$ cat src/rtl/fqrv_pkg.sv
// Types and codes shared by the queue controller, datapath and top level.
package fqrv_pkg;

    localparam int ACT_W   = 2;
    localparam int STAT_W  = 2;
    localparam int HEAD_W  = 32;
    localparam int COUNT_W = 5;
    localparam int VALUE_W = 32;

    typedef enum logic [ACT_W-1:0] {
        ACT_PUSH   = 2'd0,
        ACT_POP    = 2'd1,
        ACT_REMOVE = 2'd2,
        ACT_NOP    = 2'd3
    } t_action;

    typedef enum logic [STAT_W-1:0] {
        STAT_OK      = 2'd0,
        STAT_FULL    = 2'd1,
        STAT_EMPTY   = 2'd2,
        STAT_NOMATCH = 2'd3
    } t_status;

    typedef enum logic [1:0] {
        ST_IDLE = 2'd0,
        ST_SRCH = 2'd1,
        ST_UPDT = 2'd2,
        ST_RESP = 2'd3
    } t_state;

    typedef struct packed {
        logic load;
        logic search;
        logic update;
        logic respond;
    } t_cmd;

endpackage

$ cat src/rtl/fqrv_ctrl.sv
// Sequencing state machine and output word valid for the queue.
module fqrv_ctrl (
    input  logic          i_clk,
    input  logic          i_rst_n,
    input  logic          i_s_tvalid,
    output logic          o_s_tready,
    output logic          o_m_tvalid,
    input  logic          i_m_tready,
    output fqrv_pkg::t_cmd o_cmd
);

    fqrv_pkg::t_state r_state, n_state;
    logic             r_out_valid, n_out_valid;
    logic             out_free;

    assign out_free = !r_out_valid || i_m_tready;

    always_comb begin
        n_state = r_state;
        case (r_state)
            fqrv_pkg::ST_IDLE: begin
                if (i_s_tvalid) begin
                    n_state = fqrv_pkg::ST_SRCH;
                end
            end
            fqrv_pkg::ST_SRCH: begin
                n_state = fqrv_pkg::ST_UPDT;
            end
            fqrv_pkg::ST_UPDT: begin
                n_state = fqrv_pkg::ST_RESP;
            end
            fqrv_pkg::ST_RESP: begin
                if (out_free) begin
                    n_state = fqrv_pkg::ST_IDLE;
                end
            end
            default: begin
                n_state = fqrv_pkg::ST_IDLE;
            end
        endcase
    end

    always_comb begin
        o_cmd       = '0;
        o_s_tready  = 1'b0;
        n_out_valid = r_out_valid && !i_m_tready;
        case (r_state)
            fqrv_pkg::ST_IDLE: begin
                o_s_tready = 1'b1;
                o_cmd.load = i_s_tvalid;
            end
            fqrv_pkg::ST_SRCH: begin
                o_cmd.search = 1'b1;
            end
            fqrv_pkg::ST_UPDT: begin
                o_cmd.update = 1'b1;
            end
            fqrv_pkg::ST_RESP: begin
                if (out_free) begin
                    o_cmd.respond = 1'b1;
                    n_out_valid   = 1'b1;
                end
            end
            default: begin
                o_cmd = '0;
            end
        endcase
    end

    always_ff @(posedge i_clk) begin
        if (!i_rst_n) begin
            r_state     <= fqrv_pkg::ST_IDLE;
            r_out_valid <= 1'b0;
        end else begin
            r_state     <= n_state;
            r_out_valid <= n_out_valid;
        end
    end

    assign o_m_tvalid = r_out_valid;

`ifndef NO_ASSERTIONS
    a_cmd_onehot: assert property (@(posedge i_clk) disable iff (!i_rst_n)
        $onehot0({o_cmd.load, o_cmd.search, o_cmd.update, o_cmd.respond}))
        else $error("more than one datapath command at once");

    a_no_overwrite: assert property (@(posedge i_clk) disable iff (!i_rst_n)
        o_cmd.respond |-> (!r_out_valid || i_m_tready))
        else $error("response loaded over a word not yet taken");

    a_load_follows: assert property (@(posedge i_clk) disable iff (!i_rst_n)
        o_cmd.load |=> o_cmd.search ##1 o_cmd.update)
        else $error("accepted word not searched and updated in order");
`endif

endmodule

$ cat src/rtl/fqrv_datapath.sv
// Queue cells, per-cell match, gap-closing shift and result register.
module fqrv_datapath #(
    parameter int DEPTH      = 16,
    parameter int DATA_WIDTH = 32
) (
    input  logic                             i_clk,
    input  logic                             i_rst_n,
    input  fqrv_pkg::t_cmd                   i_cmd,
    input  logic [fqrv_pkg::ACT_W-1:0]       i_action,
    input  logic signed [fqrv_pkg::VALUE_W-1:0] i_value,
    output logic signed [fqrv_pkg::HEAD_W-1:0]  o_head_value,
    output logic                             o_empty_res,
    output logic [fqrv_pkg::COUNT_W-1:0]     o_count,
    output logic [fqrv_pkg::STAT_W-1:0]      o_status
);

    localparam int CW = $clog2(DEPTH + 1);

    logic [DATA_WIDTH-1:0]        r_cell [DEPTH];
    logic [DATA_WIDTH-1:0]        n_cell [DEPTH];
    logic [CW-1:0]                r_count, n_count;
    logic [DEPTH-1:0]             r_match, n_match;
    fqrv_pkg::t_action            r_action;
    logic [DATA_WIDTH-1:0]        r_value;
    fqrv_pkg::t_status            r_status, n_status;

    logic signed [fqrv_pkg::HEAD_W-1:0] r_head;
    logic                         r_empty;
    logic [fqrv_pkg::COUNT_W-1:0] r_count_out;
    fqrv_pkg::t_status            r_status_out;

    logic [DATA_WIDTH-1:0]        value_ext;
    logic [fqrv_pkg::HEAD_W-1:0]  head_ext;
    logic [fqrv_pkg::COUNT_W-1:0] count_ext;
    logic [DEPTH-1:0]             valid;
    logic [DEPTH-1:0]             eq;
    logic [DEPTH-1:0]             ge;
    logic                         found;
    logic                         full;

    generate
        if (DATA_WIDTH <= fqrv_pkg::VALUE_W) begin : g_val_narrow
            assign value_ext = i_value[DATA_WIDTH-1:0];
        end else begin : g_val_wide
            assign value_ext = {{(DATA_WIDTH-fqrv_pkg::VALUE_W){i_value[fqrv_pkg::VALUE_W-1]}},
                                i_value};
        end
        if (DATA_WIDTH >= fqrv_pkg::HEAD_W) begin : g_head_wide
            assign head_ext = r_cell[0][fqrv_pkg::HEAD_W-1:0];
        end else begin : g_head_narrow
            assign head_ext = {{(fqrv_pkg::HEAD_W-DATA_WIDTH){r_cell[0][DATA_WIDTH-1]}},
                               r_cell[0]};
        end
        if (CW >= fqrv_pkg::COUNT_W) begin : g_cnt_wide
            assign count_ext = r_count[fqrv_pkg::COUNT_W-1:0];
        end else begin : g_cnt_narrow
            assign count_ext = {{(fqrv_pkg::COUNT_W-CW){1'b0}}, r_count};
        end
    endgenerate

    always_comb begin
        for (int i = 0; i < DEPTH; i++) begin
            valid[i] = CW'(i) < r_count;
            eq[i]    = r_cell[i] == r_value;
        end
    end

    assign full  = r_count == CW'(DEPTH);
    assign found = |r_match;
    // all cells at or above the first match
    assign ge    = r_match | (~r_match + DEPTH'(1));

    always_comb begin
        n_match = '0;
        case (r_action)
            fqrv_pkg::ACT_POP: begin
                n_match[0] = r_count != '0;
            end
            fqrv_pkg::ACT_REMOVE: begin
                n_match = eq & valid;
            end
            default: begin
                n_match = '0;
            end
        endcase
    end

    always_comb begin
        n_cell   = r_cell;
        n_count  = r_count;
        n_status = fqrv_pkg::STAT_OK;
        case (r_action)
            fqrv_pkg::ACT_PUSH: begin
                if (full) begin
                    n_status = fqrv_pkg::STAT_FULL;
                end else begin
                    for (int i = 0; i < DEPTH; i++) begin
                        if (CW'(i) == r_count) begin
                            n_cell[i] = r_value;
                        end
                    end
                    n_count = r_count + CW'(1);
                end
            end
            fqrv_pkg::ACT_POP, fqrv_pkg::ACT_REMOVE: begin
                if (found) begin
                    for (int i = 0; i < DEPTH - 1; i++) begin
                        if (ge[i]) begin
                            n_cell[i] = r_cell[i+1];
                        end
                    end
                    n_count = r_count - CW'(1);
                end else if (r_action == fqrv_pkg::ACT_POP) begin
                    n_status = fqrv_pkg::STAT_EMPTY;
                end else begin
                    n_status = fqrv_pkg::STAT_NOMATCH;
                end
            end
            default: begin
                n_status = fqrv_pkg::STAT_OK;
            end
        endcase
    end

    always_ff @(posedge i_clk) begin
        if (!i_rst_n) begin
            r_count <= '0;
            r_match <= '0;
        end else begin
            if (i_cmd.search) begin
                r_match <= n_match;
            end
            if (i_cmd.update) begin
                r_count <= n_count;
            end
        end
    end

    always_ff @(posedge i_clk) begin
        if (i_cmd.load) begin
            r_action <= fqrv_pkg::t_action'(i_action);
            r_value  <= value_ext;
        end
        if (i_cmd.update) begin
            r_cell   <= n_cell;
            r_status <= n_status;
        end
        if (i_cmd.respond) begin
            r_head       <= (r_count == '0) ? '0 : head_ext;
            r_empty      <= r_count == '0;
            r_count_out  <= count_ext;
            r_status_out <= r_status;
        end
    end

    assign o_head_value = r_head;
    assign o_empty_res  = r_empty;
    assign o_count      = r_count_out;
    assign o_status     = r_status_out;

`ifndef NO_ASSERTIONS
    a_count_range: assert property (@(posedge i_clk) disable iff (!i_rst_n)
        r_count <= CW'(DEPTH))
        else $error("occupancy beyond depth");

    a_match_in_range: assert property (@(posedge i_clk) disable iff (!i_rst_n)
        i_cmd.update |-> ((r_match & ~valid) == '0))
        else $error("match flagged on an unheld cell");

    a_push_grows: assert property (@(posedge i_clk) disable iff (!i_rst_n)
        (i_cmd.update && r_action == fqrv_pkg::ACT_PUSH && !full)
        |=> r_count == $past(r_count) + CW'(1))
        else $error("push did not grow the queue");

    a_remove_shrinks: assert property (@(posedge i_clk) disable iff (!i_rst_n)
        (i_cmd.update && found) |=> r_count == $past(r_count) - CW'(1))
        else $error("matched removal did not shrink the queue");
`endif

endmodule

$ cat src/rtl/fifo_queue_with_remove_by_value.sv
// Top level of the ordered queue with removal by value.
//
//  channel  | direction | tdata fields (lowest bit up)
//  s_axis   | in        | action[1:0], value[33:2], zero pad [39:34]
//  m_axis   | out       | head_value[31:0], empty_res[32], count[37:33], status[39:38]
//
// Each word passes through four steps: accept, search, update, respond.
// The search compares every cell at once; the update shifts the cells past
// the first match down by one place.
// Reset clears the occupancy and the handshake state; cell contents stay.
// The result waits in an output register; the next word is accepted while it
// waits, and the respond step holds until that register is free.
module fifo_queue_with_remove_by_value #(
    parameter int DEPTH      = 16,
    parameter int DATA_WIDTH = 32
) (
    input  logic        i_clk,
    input  logic        i_rst_n,
    input  logic        i_s_axis_tvalid,
    output logic        o_s_axis_tready,
    input  logic [39:0] i_s_axis_tdata,   // action, value
    output logic        o_m_axis_tvalid,
    input  logic        i_m_axis_tready,
    output logic [39:0] o_m_axis_tdata    // head_value, empty_res, count, status
);

    fqrv_pkg::t_cmd                        cmd;
    logic signed [fqrv_pkg::HEAD_W-1:0]    head_value;
    logic                                  empty_res;
    logic [fqrv_pkg::COUNT_W-1:0]          count;
    logic [fqrv_pkg::STAT_W-1:0]           status;

    fqrv_ctrl u_ctrl (
        .i_clk      (i_clk),
        .i_rst_n    (i_rst_n),
        .i_s_tvalid (i_s_axis_tvalid),
        .o_s_tready (o_s_axis_tready),
        .o_m_tvalid (o_m_axis_tvalid),
        .i_m_tready (i_m_axis_tready),
        .o_cmd      (cmd)
    );

    fqrv_datapath #(
        .DEPTH      (DEPTH),
        .DATA_WIDTH (DATA_WIDTH)
    ) u_datapath (
        .i_clk        (i_clk),
        .i_rst_n      (i_rst_n),
        .i_cmd        (cmd),
        .i_action     (i_s_axis_tdata[1:0]),
        .i_value      (i_s_axis_tdata[33:2]),
        .o_head_value (head_value),
        .o_empty_res  (empty_res),
        .o_count      (count),
        .o_status     (status)
    );

    assign o_m_axis_tdata = {status, count, empty_res, head_value};

endmodule
$ cat config.mk
export PLATFORM = sky130hd
export DESIGN_NAME = fifo_queue_with_remove_by_value
export DESIGN_NICKNAME = d
export VERILOG_FILES = /design/src/rtl/fqrv_pkg.sv /design/src/rtl/fqrv_ctrl.sv /design/src/rtl/fqrv_datapath.sv /design/src/rtl/fifo_queue_with_remove_by_value.sv
export SDC_FILE = /design/constraint.sdc
export NUM_CORES = 1
export LEC_CHECK = 0
export BUFFER_PORTS_ARGS = -buffer_cell sky130_fd_sc_hd__buf_2
export CAP_MARGIN = 20
export CORE_MARGIN = 2
export CORE_UTILIZATION = 45
export DETAILED_ROUTE_END_ITERATION = 12
export GPL_TIMING_DRIVEN = 0
export HOLD_SLACK_MARGIN = 0.15
export PLACE_DENSITY = 0.63
export SYNTH_ARGS = -nofsm -noshare
export SYNTH_HDL_FRONTEND = slang
export SYNTH_SLANG_ARGS = --single-unit
export TNS_END_PERCENT = 10
$ cat constraint.sdc
create_clock -name i_clk -period 4.45 [get_ports i_clk]
set_input_delay 0.445 -clock i_clk [delete_from_list [all_inputs] [get_ports i_clk]]
set_output_delay 0.445 -clock i_clk [all_outputs]
set_load 0.03 [all_outputs]
Word-level counts from Yosys, hierarchy flattened

Index checks and enable logic that the tools add are counted.

Add/sub/neg operators: 3
$lt $le $gt $ge: 16
Equality and inequality tests: 71
Mux-type cells: 54
Bitwise logic cells: 4
Reduce and logical (&&, ||, !) cells: 29

Operator list:

| cell                                                   | number |
|---|---|
| two-way mux 32 bit                                     | 31 |
| case mux 480 bit (2 select lines)                      | 1 |
| equality test 32 bit                                   | 16 |
| two-way mux 512 bit                                    | 1 |
| two-way mux 480 bit                                    | 1 |
| AND reduction 6 bit                                    | 15 |
| inequality test 2 x 1 -> 1 bit (second input constant) | 32 |
| equality test 4 x 5 -> 1 bit (first input constant)    | 8 |
| < comparator 4 x 5 -> 1 bit (first input constant)     | 8 |
| equality test 3 x 5 -> 1 bit (first input constant)    | 4 |
| < comparator 3 x 5 -> 1 bit (first input constant)     | 4 |
| AND 16 bit                                             | 1 |
| OR reduction 16 bit                                    | 1 |
| adder 15 x 1 -> 15 bit (second input constant)         | 1 |
| two-way mux 15 bit                                     | 1 |
| NOT 15 bit                                             | 1 |
| bitwise OR 15 bit                                      | 1 |
| equality test 2 x 5 -> 1 bit (first input constant)    | 2 |
| < comparator 1 x 5 -> 1 bit (first input constant)     | 2 |
| < comparator 2 x 5 -> 1 bit (first input constant)     | 2 |
| two-way mux 1 bit                                      | 10 |
| two-way mux 5 bit                                      | 2 |
| case mux 5 bit (2 select lines)                        | 1 |
| case mux 2 bit (4 select lines)                        | 1 |
| other kinds (21)                                       | 30 |

Flip-flop bits (word level): 612
Input port bits: 44
Output and inout port bits: 42
Word-level logic and storage cells: 204

Longest topological paths before layout

Gate-level depths: netlist (run 1).

Depth in word-level cells: 6
Gate-level depth with buffers: 10
Mapped depth without buffers: 7

By module

From an unflattened synthesis (run 1), not the netlist that was laid out.

Cell total of the unflattened synthesis: 2213
Area total of the unflattened synthesis: 29582.1 sq um

Modules (own cells, without submodules):

| module                          | instances | cells each | area an instance (sq um) | seq. area each (sq um) |
|---|---|---|---|---|
| fqrv_datapath                   | 1         | 2191       | 29373.2                  | 18077.3 |
| fqrv_ctrl                       | 1         | 21         | 201.4                    | 60.1 |
| fifo_queue_with_remove_by_value | 1         | 1          | 7.5                      | 0.0 |

Worst setup path before layout (run 1)

No wires, ideal clock.

Path kind: register to register
Start point: register u_datapath.r_count[0], in the netlist u_datapath.count_ext[0]
End point: register u_datapath.r_cell[192] in the netlist's numbering (enable)
Setup time: 0.470 ns
Arrival time: 4.185 ns
Required time: 3.980 ns
Path slack: -0.205 ns
Stages on the path, launching flop included: 10
Buffers on the path: 3
Period minus slack after synthesis: 4.655 ns
Cells stage by stage: dfxtp_1 clkbuf_1 inv_1 ha_1 nor4bb_4 a21boi_1 o21ai_2 buf_4 buf_2 a211oi_1

Word-level cells in the longest chain between the ends: 3
Elaborated cells between the ends (all ways): 5
Classes of those cells: eq/ne: 4; reduce/logical: 1

RTL lines:

| element                                                                                  | line                                     | RTL |
|---|---|---|
| start, declared                                                                          | fqrv_datapath.sv:21                      | `logic [CW-1:0] r_count, n_count;` |
| start signal, assigned                                                                   | fqrv_datapath.sv:134                     | `r_count <= n_count;` |
| equality test 4 x 5 -> 1 bit / equality test 5 bit (equally long branches)               | fqrv_datapath.sv:98, fqrv_datapath.sv:68 |  |
| inequality test 2 x 1 -> 1 bit (no line) / inequality test 2 bit (equally long branches) | n/a                                      |  |
| AND reduction 6 bit (no line) *                                                          | n/a                                      |  |
| end signal, assigned                                                                     | fqrv_datapath.sv:145                     | `r_cell <= n_cell;` |
| end, declared                                                                            | fqrv_datapath.sv:19                      | `logic [DATA_WIDTH-1:0] r_cell [DEPTH];` |

Mark *: on every way between the ends. The rest lies on a longest branch, timed or not.
A chain may end at the register's enable or synchronous reset.

Final worst setup path (run 1)

Start point: register u_datapath.r_count[0], in the netlist u_datapath.count_ext[0]
End point: register u_datapath.r_cell (netlist bit u_datapath.head_ext[16]) (enable)

Word-level cells in the longest chain between the ends: 3
Elaborated cells between the ends (all ways): 5
Classes of those cells: eq/ne: 3; reduce/logical: 2

RTL lines:

| element                                                                                  | line |
|---|---|
| equality test 5 bit / logical NOT 5 bit (equally long branches)                          | fqrv_datapath.sv:68, fqrv_datapath.sv:98 |
| inequality test 2 bit (no line) / inequality test 2 x 1 -> 1 bit (equally long branches) | n/a |
| AND reduction 6 bit (no line) *                                                          | n/a |

Marks and branches as above.

==> impl_metrics.csv, run 1 <==
group,metric,value,unit
sta,drv_slew,0,
pwr,ir_drop,0.0004049,V
clock_network,cts-root-buf,"clkbuf_16",
clock_network,cts-buffers-inserted,69,
global_route,antenna_found_initial,0,
layout,drive_gt1_share,13.55,%
clock_network,clock_path_buffers,3,
yosys,synthDistinctLibCells,48,
yosys,synth.avg_cell_area,13.54,um^2
critical_path,startpoint_type,"register",
pwr,switching_share,36.35,%
place,place.gp.congestion,1.022,
die,design.core.area,65860,um^2
yosys,syn-num-nets,2274,
yosys,syn_inst,2217,
die,rows,94,
run_status,status,"finished, final reports clean",
job,cap_violations,0,
place,placed_cell_area,31870,um^2
pwr,clkPwrFrac,25.3,%
clock_network,clk_pin_slew,60,ps
yosys,synth-main-ff-cell,"edfxtp_1",
sta,fin_hold_ws,187.6,ps
clock_network,cts.sinks,612,
yosys,yosysTopAreaCellShare,58.82,%
drt,drt_iter0_drc,2073,
sta,finalSetupViolCount,0,
sta,clock_skew,14.99,ps
sta,hold_violations,0,
global_route,grt_usage,27.73,%
global_route,grt-ovfl-total,0,
pwr,internal-power,13390,uW
place,io_buffers,79,
place,dp_hpwl,76400,um
drt,vias,19003,
critical_path,cp_cell_sequence,"clkbuf_1 > inv_1 > ha_1 > nor4bb_4 > a21boi_1 > o21ai_2 > buf_4 > buf_2 > a221oi_4 > buf_8",
die,start_util,45.58,%
critical_path,cpPeakStageDelay,720,ps
critical_path,crit_type,"reg -> reg",
drt,drc,0,
hold_path,hold_path_class,"in -> reg",
place,placed_cells_incl_taps,3172,
layout,nets,2472,
yosys,ys_seq_area_share,60.42,%
critical_path,crit_path_start,"u_datapath.count_ext[0]$_SDFFE_PN0P_",
sta,fin_crit_sh,81.46,%
pwr,p_leak,0.01375,uW
clock_network,clk_latency,610,ps
global_route,grt_max_degree,35,
sta,worstMarginPinSlew,1202,ps
drt,drtAntennaViolNets,0,
sta,rsz0062_at_grt,"false",
sta,fin_crit,3625,ps
clock_network,cts_tree,"yes",
layout,layout_commonest_cell,"edfxtp_1",
clock_network,cts_resized,0,
die,num_io_pins,86,
critical_path,required,4750,ps
die,die_w,262.3,um
layout,syn2layout_area_growth,14.16,%
clock_network,cts-htree-levels,3,
pwr,power_switching,7648,uW
drt,routed_via_density,5.707,
global_route,grt_pass1_wl,136700,um
critical_path,cp_slowest_cell,"a221oi_4",
global_route,grt_pass1_vias,19360,
critical_path,worstReg2RegStart,"u_datapath.count_ext[0]$_SDFFE_PN0P_",
yosys,synthTopCellsByArea,"edfxtp_1 (59%), a21o_1 (12%), xor2_1 (8.2%), xnor2_1 (6.8%), nand4_1 (1.6%)",
pwr,combPwrFrac,37.4,%
drt,post_drt_wl_per_cell,29.00,um
critical_path,worst_ep_arrival_time,3930,ps
critical_path,crit_fanout,19,
sta,relSlewSlack,19.89,%
die,die_area,68790,um^2
hold_path,min_from,"i_m_axis_tready",
yosys,ys_ff_latch,612,
layout,instances_no_fill,3330,
critical_path,end_kind,"register",
yosys,synth_edf_count,588,
sta,max_freq,275.9,MHz
pwr,seq_power_share,37.3,%
layout,fin_area,34270,um^2
pwr,powerDensity,614.1,nW/um^2
yosys,syn-cell-area,30020,um^2
layout,utilization,52.03,%
yosys,synthArstFlopShare,0,%
die,die_h,262.3,um
sta,fin_setup_tns,0,ps
drt,wl,96560,um
yosys,synth.largest_area_cell,"edfxtp_1",
drt,dr.pass1.iters,5,
yosys,yosys_warnings,0,
layout,mostFrequentLayoutCells,"edfxtp_1 (588), a21o_1 (480), xor2_1 (282), xnor2_1 (232), buf_2 (164)",
## critical path: cells and delay by family (launching register included)
family                   cells  cell delay, ps
AND/OR/NAND/NOR              1             210
AO/OA/AOI/OAI                3            1080
adder cells (fa/ha/maj)      1             300
buffers and inverters        5            1310
flip-flops                   1             390
## area by class of cell
cell class                 count  area (um^2)
antenna                        1        2.502
buffer                       203         1199
clock buffer                 102         1956
clock inverter                19        80.08
fill                        5691        31600
inverter                      14        52.55
multi-input combinational   1388        10800
sequential                   612        18140
tap                          864         1081
timing repair buffer         127        958.4
## cells in the mapped netlist (all sizes together), types with 8 or more instances
cell	n
inv	14
xor2	282
nand2	25
dfxtp	24
clkbuf	72
nor2	18
nor4	78
and2	36
buf	131
a21o	480
nor3	19
xnor2	232
o21ai	21
nand4	78
nor2b	37
ha	13
nand3	8
edfxtp	588
## logic make-up (layout without fill, tap and decap cells)
kind of cell | after synthesis | in the layout | synth area share, %
buffers and inverters | 217 | 465 | 4.168
adder cells (fa/ha/maj) | 13 | 13 | 0.5419
multiplexers | 3 | 3 | 0.1000
flip-flops | 612 | 612 | 60.42
other | 0 | 1 | 0
XOR/XNOR | 514 | 514 | 15.00
AO/OA/AOI/OAI | 542 | 542 | 13.43
AND/OR/NAND/NOR | 316 | 316 | 6.344
## state kept, by name, summed over array words and instances, names as in the netlist
name,cells
u_datapath.o_count,5
u_datapath.o_empty_res,1
u_datapath.o_head_value,32
u_datapath.head_ext,32
u_datapath.count_ext,5
u_datapath.r_status,2
u_datapath.r_action,2
u_datapath.r_value,32
u_ctrl.r_state,2
u_ctrl.o_m_tvalid,1
u_datapath.o_status,2
u_datapath.r_match,16
u_datapath.r_cell,480
## what timing repair did
item                                   4_1_cts  5_1_grt
buffers inserted                             0        0
hold buffers                                34        0
endpoints found under the hold margin       34        0
## power groups by stage
stage | registers [uW] | clock network [uW] | logic (uW)
2_1_floorplan | 7990 | 0 | 4880
5_1_grt | 7890 | 5600 | 8290
6_report | 7840 | 5330 | 7870
4_1_cts | 7840 | 5370 | 7750
3_5_place_dp | 7960 | 0 | 7660
3_3_place_gp | 7990 | 0 | 7450
## per-layer routing
layer / track usage (%) / vias to the layer above / routed length [um]
met2: 47.28 / 765 / 47520
met3: 3.961 / 180 / 5180
met4: 13.81 / 0 / 5363
li1: - / 8479 / -
met5: 0 / - / 0
met1: 34.50 / 9579 / 38500
## final timing paths
path         slack [ps]  cells after the start                                end
max                 830                     10  u_datapath.head_ext[16]$_DFFE_PP_
min                 190                      3       u_ctrl.o_m_tvalid$_SDFF_PN0_
max reg2reg         830                     10  u_datapath.head_ext[16]$_DFFE_PP_
min reg2reg         440                      0    u_datapath.r_cell[19]$_DFFE_PP_
## metrics by stage
stage          worst slack, ps  total power [uW]
2_1_floorplan           -204.8             12870
3_3_place_gp             -1697             15440
3_5_place_dp             843.7             15620
4_1_cts                  825.3             20960
5_1_grt                  639.7             21780
6_report                 825.2             21040
No activity file was read; power rests on OpenSTA's default activity.
==> inputs of run 2 (changes only) <==
- clock period: 4.45 -> 3.3 ns (I/O delays scaled with it)
==> impl_metrics.csv, run 2 (same netlist as run 1, synthesis figures left out) <==
group,metric,value,unit
layout,n_antenna_cell,0,
global_route,grt_max_degree,36,
job,cap_violations,0,
die,die_w,262.3,um
drt,drtAntennaViolNets,0,
global_route,grt_pass1_wl,131600,um
sta,fin_crit,3260,ps
die,die_area,68790,um^2
clock_network,cts-root-buf,"clkbuf_16",
layout,nets,2492,
clock_network,clk_pin_slew,60,ps
clock_network,cts-htree-levels,3,
sta,max_freq,306.7,MHz
hold_path,holdPathStages,3,
layout,regMostFlops,"u_datapath.r_cell",
sta,relSlewSlack,25.72,%
place,placed_cells_incl_taps,3173,
critical_path,worst_ep_arrival_time,3560,ps
hold_path,min_from,"i_rst_n",
place,dp_slack,-358.7,ps
global_route,grt-ovfl-total,0,
pwr,ir_drop,0.0005932,V
sta,hold_violations,0,
critical_path,r2r_end,"u_datapath.r_cell[79]$_DFFE_PP_",
sta,worstMarginPinSlew,1114,ps
pwr,powerDensity,827.0,nW/um^2
drt,drc,0,
die,start_util,45.58,%
clock_network,clk_latency,610,ps
critical_path,crit_fanout,16,
global_route,grt_pass1_vias,19394,
critical_path,rrSetupSlack,40,ps
drt,wl,92730,um
hold_path,hold_path_class,"in -> reg",
die,die_h,262.3,um
die,num_io_pins,86,
critical_path,startpoint_type,"register",
die,rows,94,
clock_network,cts_tree,"yes",
critical_path,r2r.worst_path.cells,8,
critical_path,worstReg2RegStart,"u_datapath.r_action[0]$_DFFE_PP_",
layout,drive_gt1_share,14.65,%
global_route,grt_usage,26.34,%
sta,finalSetupViolCount,0,
critical_path,required,3600,ps
sta,fin_hold_ws,268.6,ps
sta,drv_slew,0,
clock_network,clock_path_buffers,3,
layout,mostFrequentLayoutCells,"edfxtp_1 (588), a21o_1 (480), xor2_1 (282), xnor2_1 (232), buf_2 (163)",
layout,largest_reg_flops,480,
die,design.core.area,65860,um^2
drt,top_layer_used,"met4",
hold_path,holdPathEnd,"u_datapath.count_ext[3]$_SDFFE_PN0P_",
place,place.gp.congestion,1.046,
run_status,status,"finished, final reports clean",
drt,wl_met1,35780,um
layout,layout_commonest_cell,"edfxtp_1",
drt,drt_iter0_drc,2368,
global_route,antenna_found_initial,3,
sta,clock_skew,16.92,ps
critical_path,end_kind,"register",
pwr,p_leak,0.01393,uW
sta,layout_setup_ws,39.70,ps
sta,fin_crit_sh,98.80,%
place,io_buffers,79,
layout,instances_no_fill,3349,
clock_network,cts.sinks,612,
critical_path,crit_type,"reg -> reg",
drt,dr.pass1.iters,6,
drt,post_drt_wl_per_cell,27.69,um
drt,wl_met3,6729,um
drt,routed_via_density,5.780,
place,dp_hpwl,72340,um
clock_network,cts-buffers-inserted,67,
layout,syn2layout_area_growth,15.40,%
drt,vias,19358,
drt,dr_wl_met2,43730,um
run 2: changes by cell type in the layout (fill, tap and decap cells not counted), moves of 4 or more:
cell / delta
clkinv_1: -4
bufinv_16: +4
buf_4: +14
nor2_4: +4
clkbuf_1: -7
run 2: repair_timing:
item                       in CTS  in global routing
hold buffers                   36                  0
buffers inserted                5                 11
gates resized for setup         3                 10
hold endpoints to repair       36                  0
pin swaps                       3                  7
cloned                          0                  4
setup endpoints to repair     288                242
run 2: final cells by class:
class | instances | area, um^2
fillers | 5626 | 31220
flip-flops and latches | 612 | 18140
multi-input cells | 1392 | 10880
clock buffers | 98 | 1961
plain buffers | 203 | 1206
repair buffers | 145 | 1119
well taps | 864 | 1081
clock inverters | 21 | 203.9
inverters | 14 | 52.55
run 2: stage by stage:
| step | area, um^2 | TNS [ps] | util [%] | power [uW] |
|---|---|---|---|---|
| after global placement | 31540 | -499960 | 47.88 | 20540 |
| final | 34640 | 0 | 52.59 | 28650 |
| after detailed placement | 31860 | -68700 | 48.37 | 20820 |
| after global routing | 34640 | -481.8 | 52.59 | 29610 |
| after floorplan | 30060 | -88840 | - | 17370 |
| after CTS | 34450 | 0 | 52.30 | 28380 |
run 2: worst max-delay path: stages (launching register included):
cell	delay (ps)
edfxtp_1	370
inv_1	90
ha_1	280
buf_4	170
or4b_4	540
nor3b_4	440
nand3b_2	270
o41ai_4	540
nor2_4	230
run 2: how the worst max path moves through the flow:
stage / start / cells after the start / endpoint / slack [ps]
floorplan: u_datapath.count_ext[0]$_SDFFE_PN0P_ / 9 / u_datapath.r_cell[192]$_DFFE_PP_ / -270
global placement: u_datapath.count_ext[1]$_SDFFE_PN0P_ / 6 / u_datapath.head_ext[14]$_DFFE_PP_ / -1280
detailed placement: u_datapath.r_action[0]$_DFFE_PP_ / 10 / u_datapath.r_cell[333]$_DFFE_PP_ / -360
CTS: u_datapath.count_ext[1]$_SDFFE_PN0P_ / 9 / u_datapath.r_cell[278]$_DFFE_PP_ / 60
global route: u_datapath.r_action[1]$_DFFE_PP_ / 8 / u_datapath.r_cell[79]$_DFFE_PP_ / -20
finish: u_datapath.r_action[0]$_DFFE_PP_ / 8 / u_datapath.r_cell[79]$_DFFE_PP_ / 40
run 2: per-layer routing:
metal	GRT usage (%)	vias up
li1	-	8517
met1	33.15	9512
met2	42.87	1092
met3	3.754	237
met4	16.52	0
met5	0	-
run 2: report_power, final:
group	switching [uW]	internal, uW
clock	3080	4430
combinational	6740	3810
sequential	362	10200
total	10200	18500
==> inputs of run 3 (changes only) <==
- CORE_ASPECT_RATIO: default -> 1.1
- PLACE_DENSITY: 0.63 -> 0.61
- clock period: 3.3 -> 3.75 ns (I/O delays scaled with it)
==> impl_metrics.csv, run 3 (same netlist as run 1, synthesis figures left out) <==
group,metric,value,unit
global_route,antenna_found_initial,1,
layout,largest_reg_flops,480,
clock_network,clk_pin_slew,60,ps
sta,clock_skew,24.23,ps
job,cap_violations,0,
die,design.core.area,66150,um^2
clock_network,clk_latency,600,ps
drt,routed_via_density,5.622,
critical_path,required,4090,ps
clock_network,clock_path_buffers,3,
layout,regArea,18140,um^2
layout,layout_commonest_cell,"edfxtp_1",
critical_path,startpoint_type,"register",
drt,drt_iter0_drc,1717,
sta,fin_crit_sh,96.16,%
clock_network,cts-root-buf,"clkbuf_16",
clock_network,cts-buffers-inserted,69,
clock_network,cts-htree-levels,3,
die,rows,99,
layout,drive_gt1_share,14.07,%
critical_path,crit_type,"reg -> reg",
sta,rsz0062_at_grt,"false",
global_route,grt-ovfl-total,0,
place,dp_slack,237.4,ps
run_status,status,"finished, final reports clean",
sta,hold_violations,0,
sta,layout_setup_ws,143.9,ps
layout,multi_input_area,10800,um^2
critical_path,crit_path_start,"u_datapath.r_action[0]$_DFFE_PP_",
critical_path,rrSetupSlack,140,ps
pwr,seq_power_share,37.0,%
die,start_util,45.38,%
critical_path,crit_end,"u_datapath.r_cell[272]$_DFFE_PP_",
layout,nets,2479,
sta,fin_hold_ws,195.1,ps
die,die_w,250.3,um
die,die_h,274.9,um
critical_path,end_kind,"register",
drt,vias,18733,
sta,drv_slew,0,
layout,n_fill_cell,5704,
critical_path,r2r_end,"u_datapath.r_cell[272]$_DFFE_PP_",
sta,relSlewSlack,23.80,%
pwr,p_leak,0.01384,uW
place,dp_hpwl,73910,um
pwr,power_switching,8948,uW
critical_path,crit_fanout,20,
pwr,ir_drop,0.0004793,V
sta,finalSetupViolCount,0,
pwr,switching_share,35.65,%
clock_network,cts_resized,0,
pwr,internal-power,16150,uW
global_route,grt_pass1_vias,18933,
pwr,clkPwrFrac,26.2,%
sta,max_freq,277.3,MHz
drt,drc,0,
die,num_io_pins,86,
place,place.gp.congestion,1.004,
clock_network,cts.sinks,612,
place,io_buffers,79,
layout,utilization,52.03,%
layout,mostFrequentLayoutCells,"edfxtp_1 (588), a21o_1 (480), xor2_1 (282), xnor2_1 (232), buf_2 (164)",
pwr,powerDensity,729.1,nW/um^2
critical_path,worst_ep_arrival_time,3940,ps
global_route,grt_max_degree,35,
critical_path,worstReg2RegStart,"u_datapath.r_action[0]$_DFFE_PP_",
critical_path,r2r.worst_path.cells,10,
layout,syn2layout_area_growth,14.66,%
drt,drtAntennaViolNets,0,
pwr,p_total,25100,uW
hold_path,hold_path_class,"in -> reg",
global_route,grt_usage,26.65,%
drt,post_drt_wl_per_cell,27.83,um
global_route,grt_pass1_wl,129300,um
sta,worstMarginPinSlew,1133,ps
sta,fin_crit,3606,ps
layout,regMostFlops,"u_datapath.r_cell",
pwr,combPwrFrac,36.8,%
die,die_area,68790,um^2
drt,dr.pass1.iters,5,
drt,wl,92740,um
clock_network,cts_tree,"yes",
==> run 3: cell types whose count changed in the layout (fill, tap and decap cells not counted), moves of 2 or more <==
cell        change
buf_4           -7
nor2_4          -4
clkinv_1        +4
clkinv_2        +3
clkinvlp_4      -2
clkbuf_16       -2
==> run 3: worst min path at each step <==
stage | end | slack (ps) | cells past startpoint | startpoint
finish | u_ctrl.r_state[0]$_SDFFE_PN0P_ | 200 | 5 | i_s_axis_tvalid
global route | u_ctrl.r_state[0]$_SDFFE_PN0P_ | 240 | 5 | i_s_axis_tvalid
CTS | u_ctrl.r_state[0]$_SDFFE_PN0P_ | 170 | 5 | i_s_axis_tvalid
detailed placement | u_datapath.o_status[1]$_DFFE_PP_ | 410 | 0 | u_datapath.r_status[1]$_DFFE_PP_
global placement | u_datapath.o_status[1]$_DFFE_PP_ | 410 | 0 | u_datapath.r_status[1]$_DFFE_PP_
floorplan | u_datapath.o_status[0]$_DFFE_PP_ | 400 | 0 | u_datapath.r_status[0]$_DFFE_PP_
==> run 3: cell type report <==
| class | count | area share [%] |
|---|---|---|
| antenna | 1 | 0.007271 |
| multi-input combinational | 1388 | 31.38 |
| clock buffer | 96 | 5.580 |
| clock inverter | 26 | 0.6362 |
| inverter | 14 | 0.1527 |
| sequential | 612 | 52.70 |
| tap | 858 | 3.119 |
| buffer | 203 | 3.483 |
| timing repair buffer | 134 | 2.945 |
==> run 3: repair_timing <==
action,in CTS,in global routing
endpoints found under the hold margin,35,0
setup buffers,0,6
hold buffers,35,0
endpoints found under the setup margin,0,59
==> run 3: routing by layer <==
metal	GRT usage, %	vias up	wire [um]
met2	46.59	704	46000
li1	-	8501	-
met3	3.330	210	4451
met1	30.73	9318	35460
met4	18.37	0	6830
met5	0	-	0
==> run 3: power by group through the flow <==
stage	combinational, uW	clock (uW)	sequential (uW)
6_report	9230	6580	9280
5_1_grt	9750	6940	9330
4_1_cts	9100	6630	9280
3_5_place_dp	8980	0	9420
3_3_place_gp	8670	0	9440
2_1_floorplan	5790	0	9490
==> run 3: worst max-delay path, stage by stage, from the launching register on <==
cell	delay, ps
edfxtp_1	380
inv_1	80
ha_1	280
buf_4	160
nor4b_2	550
nand4_1	330
o21ai_2	310
buf_4	280
buf_2	500
a211oi_4	200
buf_8	270
==> run 3: per-stage QoR <==
step | setup TNS [ps] | std cells | area, um^2
after floorplan | -208920 | 2217 | 30020
after global placement | -678010 | 3154 | 31490
after detailed placement | 0 | 3168 | 31870
after CTS | 0 | 3325 | 34360
after global routing | 0 | 3331 | 34420
final | 0 | 3332 | 34420
